--- config.mk ---
export PLATFORM = sky130hd
export DESIGN_NAME = trsc_axis
export DESIGN_NICKNAME = d
export VERILOG_FILES = /design/src/trsc_pkg.sv /design/src/trsc_axis.sv
export SDC_FILE = /design/constraint.sdc
export NUM_CORES = 1
export LEC_CHECK = 0
export ABC_AREA = 1
export BUFFER_PORTS_ARGS = -buffer_cell sky130_fd_sc_hd__buf_2
export CAP_MARGIN = 20
export CORE_ASPECT_RATIO = 1.1
export CORE_UTILIZATION = 56
export DETAILED_ROUTE_END_ITERATION = 12
export PLACE_DENSITY = 0.85
export SLEW_MARGIN = 15
export SYNTH_ARGS = -nofsm -noshare
export SYNTH_HDL_FRONTEND = slang
export SYNTH_SLANG_ARGS = --single-unit
--- constraint.sdc ---
create_clock -name vclk -period 8.7
set_input_delay 1.305 -clock vclk [all_inputs]
set_output_delay 1.305 -clock vclk [all_outputs]
set_load 0.01 [all_outputs]
--- src/trsc_pkg.sv ---
// Shared types and constants for the textured rectangle scissor clip.
// Used by trsc_axis and textured_rect_scissor_clip; no dependencies.
package trsc_pkg;

   localparam int QBITS          = 17;  // quotient bits of a texture move
   localparam int SZ_W           = 15;  // rectangle size / distance width
   localparam int DIV_STEPS_DEF  = 4;   // divider steps per pipeline stage
   localparam int NUM_LANES      = 4;   // u left, u right, v top, v bottom
   localparam int CSR_IDX_W      = 3;
   localparam int CSR_DATA_W     = 16;
   localparam int REQ_DATA_W     = 136;
   localparam int RSP_DATA_W     = 136;

   typedef enum logic [CSR_IDX_W-1:0] {
      CSR_ENABLE = 3'd0,
      CSR_LEFT   = 3'd1,
      CSR_TOP    = 3'd2,
      CSR_WIDTH  = 3'd3,
      CSR_HEIGHT = 3'd4
   } csr_idx_type;

   // One clipped axis as seen by the pipeline head.
   typedef struct packed {
      logic               ovl;
      logic signed [15:0] pos;
      logic [SZ_W-1:0]    len;
      logic [SZ_W-1:0]    d_lo;
      logic [SZ_W-1:0]    d_hi;
      logic [QBITS-1:0]   mag;
      logic               neg;
   } axis_type;

   typedef struct packed {
      logic               vis;
      logic signed [15:0] x;
      logic signed [15:0] y;
      logic [SZ_W-1:0]    w;
      logic [SZ_W-1:0]    h;
      logic [16:0]        u0;
      logic [16:0]        v0;
      logic [16:0]        u1;
      logic [16:0]        v1;
   } rect_type;

   // One texture move: floor(d * mag / size), signed by neg.
   typedef struct packed {
      logic               neg;
      logic [SZ_W-1:0]    size;
      logic [SZ_W-1:0]    d;
      logic [QBITS-1:0]   mag;
      logic [SZ_W-1:0]    rem;
      logic [QBITS-1:0]   low;
      logic [QBITS-1:0]   quo;
   } lane_type;

endpackage

--- src/trsc_axis.sv ---
// Overlap test and edge clipping of one axis against the scissor window.
// Depends on trsc_pkg.
module trsc_axis (
   input  logic signed [15:0] pos_i,
   input  logic [14:0]        len_i,
   input  logic signed [15:0] wpos_i,
   input  logic [14:0]        wlen_i,
   input  logic [16:0]        t0_i,
   input  logic [16:0]        t1_i,
   output trsc_pkg::axis_type axis_o
);
   import trsc_pkg::*;

   logic signed [17:0] pos, wpos, e, we, npos, nend, span;
   logic               lo, hi;

   always_comb begin
      pos  = {{2{pos_i[15]}}, pos_i};
      wpos = {{2{wpos_i[15]}}, wpos_i};
      e    = pos + {3'b000, len_i};
      we   = wpos + {3'b000, wlen_i};
      lo   = pos < wpos;
      hi   = e > we;
      npos = lo ? wpos : pos;
      nend = hi ? we : e;
      span = {1'b0, t1_i} - {1'b0, t0_i};

      axis_o.ovl  = (len_i != '0) && (wlen_i != '0) && (e > wpos) && (pos < we);
      axis_o.pos  = npos[15:0];
      axis_o.len  = 15'(nend - npos);
      axis_o.d_lo = lo ? 15'(wpos - pos) : '0;
      axis_o.d_hi = hi ? 15'(e - we) : '0;
      axis_o.neg  = span[17];
      axis_o.mag  = span[17] ? 17'(-span) : span[16:0];
   end

endmodule
==> results of run 1 <==
## worst max path at each step
stage	to	cells past startpoint	slack [ns]
after detailed placement	axis_o[60]	30	0.42
after global placement	axis_o[60]	30	0.61
after floorplan	axis_o[60]	31	1.41
final	axis_o[60]	32	0.58
after CTS	axis_o[60]	30	0.44
after global routing	axis_o[60]	32	0.16
## through the flow
stage	worst slack, ns	hold WS [ns]	util (%)	cell area [um2]
finish	0.576	2.93	67.4	7420
global route	0.157	2.96	67.4	7420
CTS	0.444	2.94	67.4	7420
detailed placement	0.423	2.94	67.4	7420
global placement	0.607	2.93	67.4	7420
floorplan	1.41	2.76	-	6410
## kinds of logic after synthesis
logic type	after synthesis	synth area share (%)
buf+inv	180	11.0
xor+xnor	71	9.94
fa+ha+maj	148	29.6
simple gates	459	31.4
compound gates	208	18.0
## per-layer routing
metal | vias up | part of all wire (%) | global-route usage, %
li1 | 3899 | - | -
met1 | 3408 | 44 | 36.8
met2 | 280 | 48 | 56.8
met3 | 39 | 5.4 | 1.02
met4 | 0 | 3.5 | 10.0
met5 | - | 0 | 0
## critical path, delay by kind of cell
kind / cells / cell delay [ns]
compound gates: 9 / 1.89
simple gates: 13 / 1.29
fa+ha+maj: 5 / 1.53
buf+inv: 3 / 0.31
xor+xnor: 2 / 0.46
## final cells by class
cell class | count | area [um2] | area share, %
multi-input combinational | 886 | 5700 | 76.8
timing repair buffer | 178 | 896 | 12.1
inverter | 171 | 642 | 8.65
tap | 147 | 184 | 2.48
## where the power goes
group / switching, W / internal (W) / leakage (nW)
combinational: 0.000813 / 0.000520 / 4.38
sequential: 0 / 0 / 0
clock: 0 / 0 / 0
## cells in the mapped netlist (2+ instances only)
| cell | n | area share, % |
|---|---|---|
| nand2_2 | 9 | 0.88 |
| a21oi_2 | 2 | 0.27 |
| nand3_1 | 55 | 4.3 |
| a31oi_1 | 5 | 0.49 |
| a21o_1 | 3 | 0.35 |
| inv_1 | 170 | 10 |
| a21boi_0 | 2 | 0.23 |
| buf_2 | 3 | 0.23 |
| buf_6 | 3 | 0.53 |
| nor3_2 | 3 | 0.47 |
| o21ai_1 | 18 | 1.4 |
| o21ai_0 | 47 | 3.7 |
| nand3_2 | 5 | 0.78 |
| o2111ai_1 | 3 | 0.41 |
| xnor2_1 | 27 | 3.7 |
| nand4_1 | 18 | 1.8 |
| nand2_1 | 256 | 15 |
| nor2_2 | 2 | 0.20 |
| nor4_1 | 8 | 0.78 |
| fa_1 | 6 | 1.9 |
| nand3b_1 | 4 | 0.47 |
| o21ai_2 | 4 | 0.55 |
| clkbuf_1 | 2 | 0.12 |
| a21oi_1 | 101 | 7.9 |
| nor3_1 | 16 | 1.3 |
| xor2_1 | 42 | 5.7 |
| o21bai_1 | 6 | 0.70 |
| or2_2 | 4 | 0.39 |
| o211ai_1 | 5 | 0.59 |
| a211oi_1 | 8 | 0.94 |
| ha_1 | 142 | 28 |
| nor2_1 | 73 | 4.3 |
| and2_1 | 2 | 0.20 |
## repair_timing
item	in CTS	in global routing
endpoints found under the setup margin	0	1
gates resized for setup	0	1
hold buffers	0	0
setup buffers	0	0
endpoints found under the hold margin	0	0
==> impl_results.md, run 1 <==
- Status: finished clean
- Vias per cell: 5.52
- Final cell count without fillers: 1,382
- Slew margin rel.: 53.9%
- Commonest non-fill, non-tap cell in the layout: nand2_1
- Sequential cell count: 0
- Worst slew pin tran: 0.685 ns
- Die height: 114 um
- Synth warnings: 0
- Final-report max-slew violation count: 0
- WHS Endpoint: axis_o[78]
- Syn Std Cell Area: 6410 um2
- Count of clock buffers in the final design: 0
- Initial Util: 58.2%
- Most frequent cells in the layout: 256 x nand2_1, 176 x buf_2, 170 x inv_1
- Crit. End Element: output port
- Setup violators final: 0
- 1st-iter DRT viols: 332
- Max cap viols: 0
- ANT nets after route: 0
- Register area: 0 um2
- Post-synth net total: 1,310
- Slowest Stage Delay on Critical Path: 0.46 ns
- Crit path max-delay cell type: o21ai_0
- # diodes: 0
- FMAX: 0.123 GHz
- Average size of a mapped cell: 6.01 um2
- Vias: 7,626
- Worst hold path startpoint: wpos_i[15]
- Final Hold Vio Count: 0
- DRC errors left: 0
- Router iterations before antenna repair: 5
- Global-route wire length before repair: 30,000 um
- Register area share after synthesis: 0%
- Post-layout net count: 1,481
- Setup TNS: 0 ns
- Cell Pwr Density: 180 nW/um2
- VDD IR max: 0.103 mV
- Total track usage: 30.1%
- WHS Path Cells: 4
- Crit path launch: pos_i[0]
- Routed wire per std cell: 13.7 um
- Crit path top cell by count: nor2_1
- Largest net degree at the start of global routing: 34
- Row cnt: 40
- Synth-to-layout area growth: 15.9%
- Startpoint types: input pin
- PortBufs: 176
- Hpwl dp: 16,800 um
- RSZ-0062 raised after global routing: no
- Io pins: 176
- Fill count: 1,050
- Mapped Cells: 1,066
- Fin crit share: 93.4%
- Total power: 0.00133 W
- Pleak: 4.38 nW
- Synth unique cells: 45
- WL final: 18,900 um
- CP required: 7.39 ns
- Dpl cells: 1,382
- Grt ovf: 0
- Crit-path max FO: 17
- Initial antenna violation count: 0
- Final RePlAce weighted congestion: 0.940
- Die Wd: 104 um
- Crit path kind: in -> out
- Vias in the first global route: 6,886
- Layout cells sized above 1: 17.3%
- Die ar.: 11,900 um2
- Hold Crit Class: in -> out
- Min Tclk post-route: 8.12 ns
- Worst path arrival time: 6.82 ns
- Core area: 11,000 um2
(Power assumes the default switching activity.)
==> run 2, diff against run 1 <==
--- a/config.mk
+++ b/config.mk
@@ -11,8 +11,9 @@
 export CORE_ASPECT_RATIO = 1.1
 export CORE_UTILIZATION = 56
 export DETAILED_ROUTE_END_ITERATION = 12
-export PLACE_DENSITY = 0.85
+export PLACE_DENSITY = 0.81
 export SLEW_MARGIN = 15
 export SYNTH_ARGS = -nofsm -noshare
 export SYNTH_HDL_FRONTEND = slang
 export SYNTH_SLANG_ARGS = --single-unit
+export TNS_END_PERCENT = 10
==> run 2 against run 1 <==
- wire length fell by 0.67%
- critical path depth rose by 1
- via count fell by 1.9%
- hold slack improved by 0.0027 ns
- global-route usage rose by 0.68 points
- die area did not move
- count of clock-buffer cells in the layout did not move
- largest cell class unchanged
- largest power group unchanged
==> impl_results.md, run 2 (same netlist as run 1, synthesis figures left out) <==
- Die ar.: 11,900 um2 (unchanged)
- Vias in the first global route: 6,929 (+0.62%)
- Layout cells sized above 1: 17.4% (+0.067 points)
- FMAX: 0.124 GHz (+0.62%)
- Count of clock buffers in the final design: 0 (unchanged)
- Largest net degree at the start of global routing: 35 (+2.9%)
- Pleak: 4.39 nW (+0.11%)
- Die height: 114 um (unchanged)
- Total track usage: 30.8% (+0.68 points)
- Worst setup endpoint: axis_o[59]
- Hold Crit Class: in -> out
- Fill count: 1,100 (+4.8%)
- Row cnt: 40 (unchanged)
- Io pins: 176 (unchanged)
- Router iterations before antenna repair: 5 (unchanged)
- Worst hold slack: 2.94 ns (+0.00265 ns)
- Min Tclk post-route: 8.07 ns (-0.0504 ns)
- 1st-iter DRT viols: 303 (-8.7%)
- Post-CTS Hold Buffers: 0 (unchanged)
- Crit-path max FO: 12 (-5)
- Cell Pwr Density: 180 nW/um2 (+0.37%)
- Placed inst area: 7430 um2 (+0.10%)
- ANT nets after route: 0 (unchanged)
- Startpoint types: input pin
- Global-route wire length before repair: 30,400 um (+1.2%)
- Worst path arrival time: 6.77 ns (-0.05 ns)
- Final Cell Area: 7430 um2 (+0.10%)
- Sequential cell count: 0 (unchanged)
- Register area: 0 um2 (unchanged)
- Synth-to-layout area growth: 16.0%
- Crit path kind: in -> out
- Most frequent cells in the layout: 256 x nand2_1, 176 x buf_2, 170 x inv_1
- Fin crit share: 92.8% (-0.58 points)
- Hpwl dp: 16,900 um (+0.54%)
- Vias: 7,482 (-1.9%)
- RSZ-0062 raised after global routing: no
- Commonest non-fill, non-tap cell in the layout: nand2_1
- Initial Util: 58.2% (unchanged)
- Total power: 0.00134 W (+0.47%)
- Setup TNS: 0 ns (unchanged)
- # diodes: 0 (unchanged)
- Initial antenna violation count: 0 (unchanged)
- Final-report max-slew violation count: 0 (unchanged)
- Post-CTS Setup Bufs: 0 (unchanged)
- Routed wire per std cell: 13.6 um (-0.74%)
- Post-cts sizing count: 0 (unchanged)
- Setup violators final: 0 (unchanged)
- Crit path max-delay cell type: o21ai_0
- Final RePlAce weighted congestion: 0.925 (-1.6%)
- Dpl cells: 1,383 (+0.072%)
- Crit. End Element: output port
- Status: finished clean
- Post-layout net count: 1,482 (+0.068%)
- VDD IR max: 0.118 mV (+15%)
- Final Hold Vio Count: 0 (unchanged)
- Die Wd: 104 um (unchanged)
- Crit path top cell by count: nand2_1
- Worst slew pin tran: 0.814 ns (+0.129 ns)
- Final cell count without fillers: 1,383 (+0.072%)
- DRC errors left: 0 (unchanged)
- WL final: 18,700 um (-0.67%)
- Grt ovf: 0 (unchanged)
- Slew margin rel.: 45.6% (-8.3 points)
- CP required: 7.39 ns (about the same)
- Max cap viols: 0 (unchanged)
- PortBufs: 176 (unchanged)
- Crit path launch: pos_i[0]
- Vias per cell: 5.41 (-2.0%)
- Core area: 11,000 um2 (unchanged)
- Slowest Stage Delay on Critical Path: 0.56 ns (+0.10 ns)
run 2: changes by cell type in the layout (fill, tap and decap cells not counted), sizes merged:
cell / delta
buf: +1
run 2: where the power goes:
part           switching (W)  leakage (nW)  total [W]  internal, W
combinational       0.000815          4.39    0.00134     0.000524
sequential                 0             0          0            0
clock                      0             0          0            0
run 2: cell type report:
cell class / count / area (um2) / share of cell area, %
Inverter: 171 / 642 / 8.64
Timing Repair Buffer: 179 / 903 / 12.2
Tap cell: 147 / 184 / 2.48
Multi-Input combinational cell: 886 / 5700 / 76.7
run 2: worst min path at each step:
stage,endpoint,cells after the start,slack (ns),start
after CTS,axis_o[78],4,2.94,wpos_i[15]
final,axis_o[78],4,2.94,wpos_i[15]
after global placement,axis_o[78],4,2.93,wpos_i[15]
after global routing,axis_o[78],4,2.95,wpos_i[15]
after detailed placement,axis_o[78],4,2.94,wpos_i[15]
after floorplan,axis_o[33],2,2.76,wpos_i[0]
run 2: stage by stage:
step	utilization [%]	worst slack [ns]
final	67.5	0.626
after global routing	67.5	0.0109
after CTS	67.5	0.656
after detailed placement	67.5	0.670
after global placement	67.5	0.776
after floorplan	-	1.41
run 2: critical path, delay by kind of cell:
kind                     cells  cell delay (ns)
adder cells (fa/ha/maj)      4             1.22
AND/OR/NAND/NOR             14             1.26
XOR/XNOR                     2             0.40
buffers and inverters        3             0.30
AO/OA/AOI/OAI               10             2.22
run 2: routing by layer:
| metal | part of all wire [%] | GRT usage [%] | vias up |
|---|---|---|---|
| li1 | - | - | 3899 |
| met1 | 44 | 37.1 | 3307 |
| met2 | 49 | 58.9 | 237 |
| met3 | 4.8 | 1.20 | 39 |
| met4 | 3.0 | 9.52 | 0 |
| met5 | 0 | 0 | - |
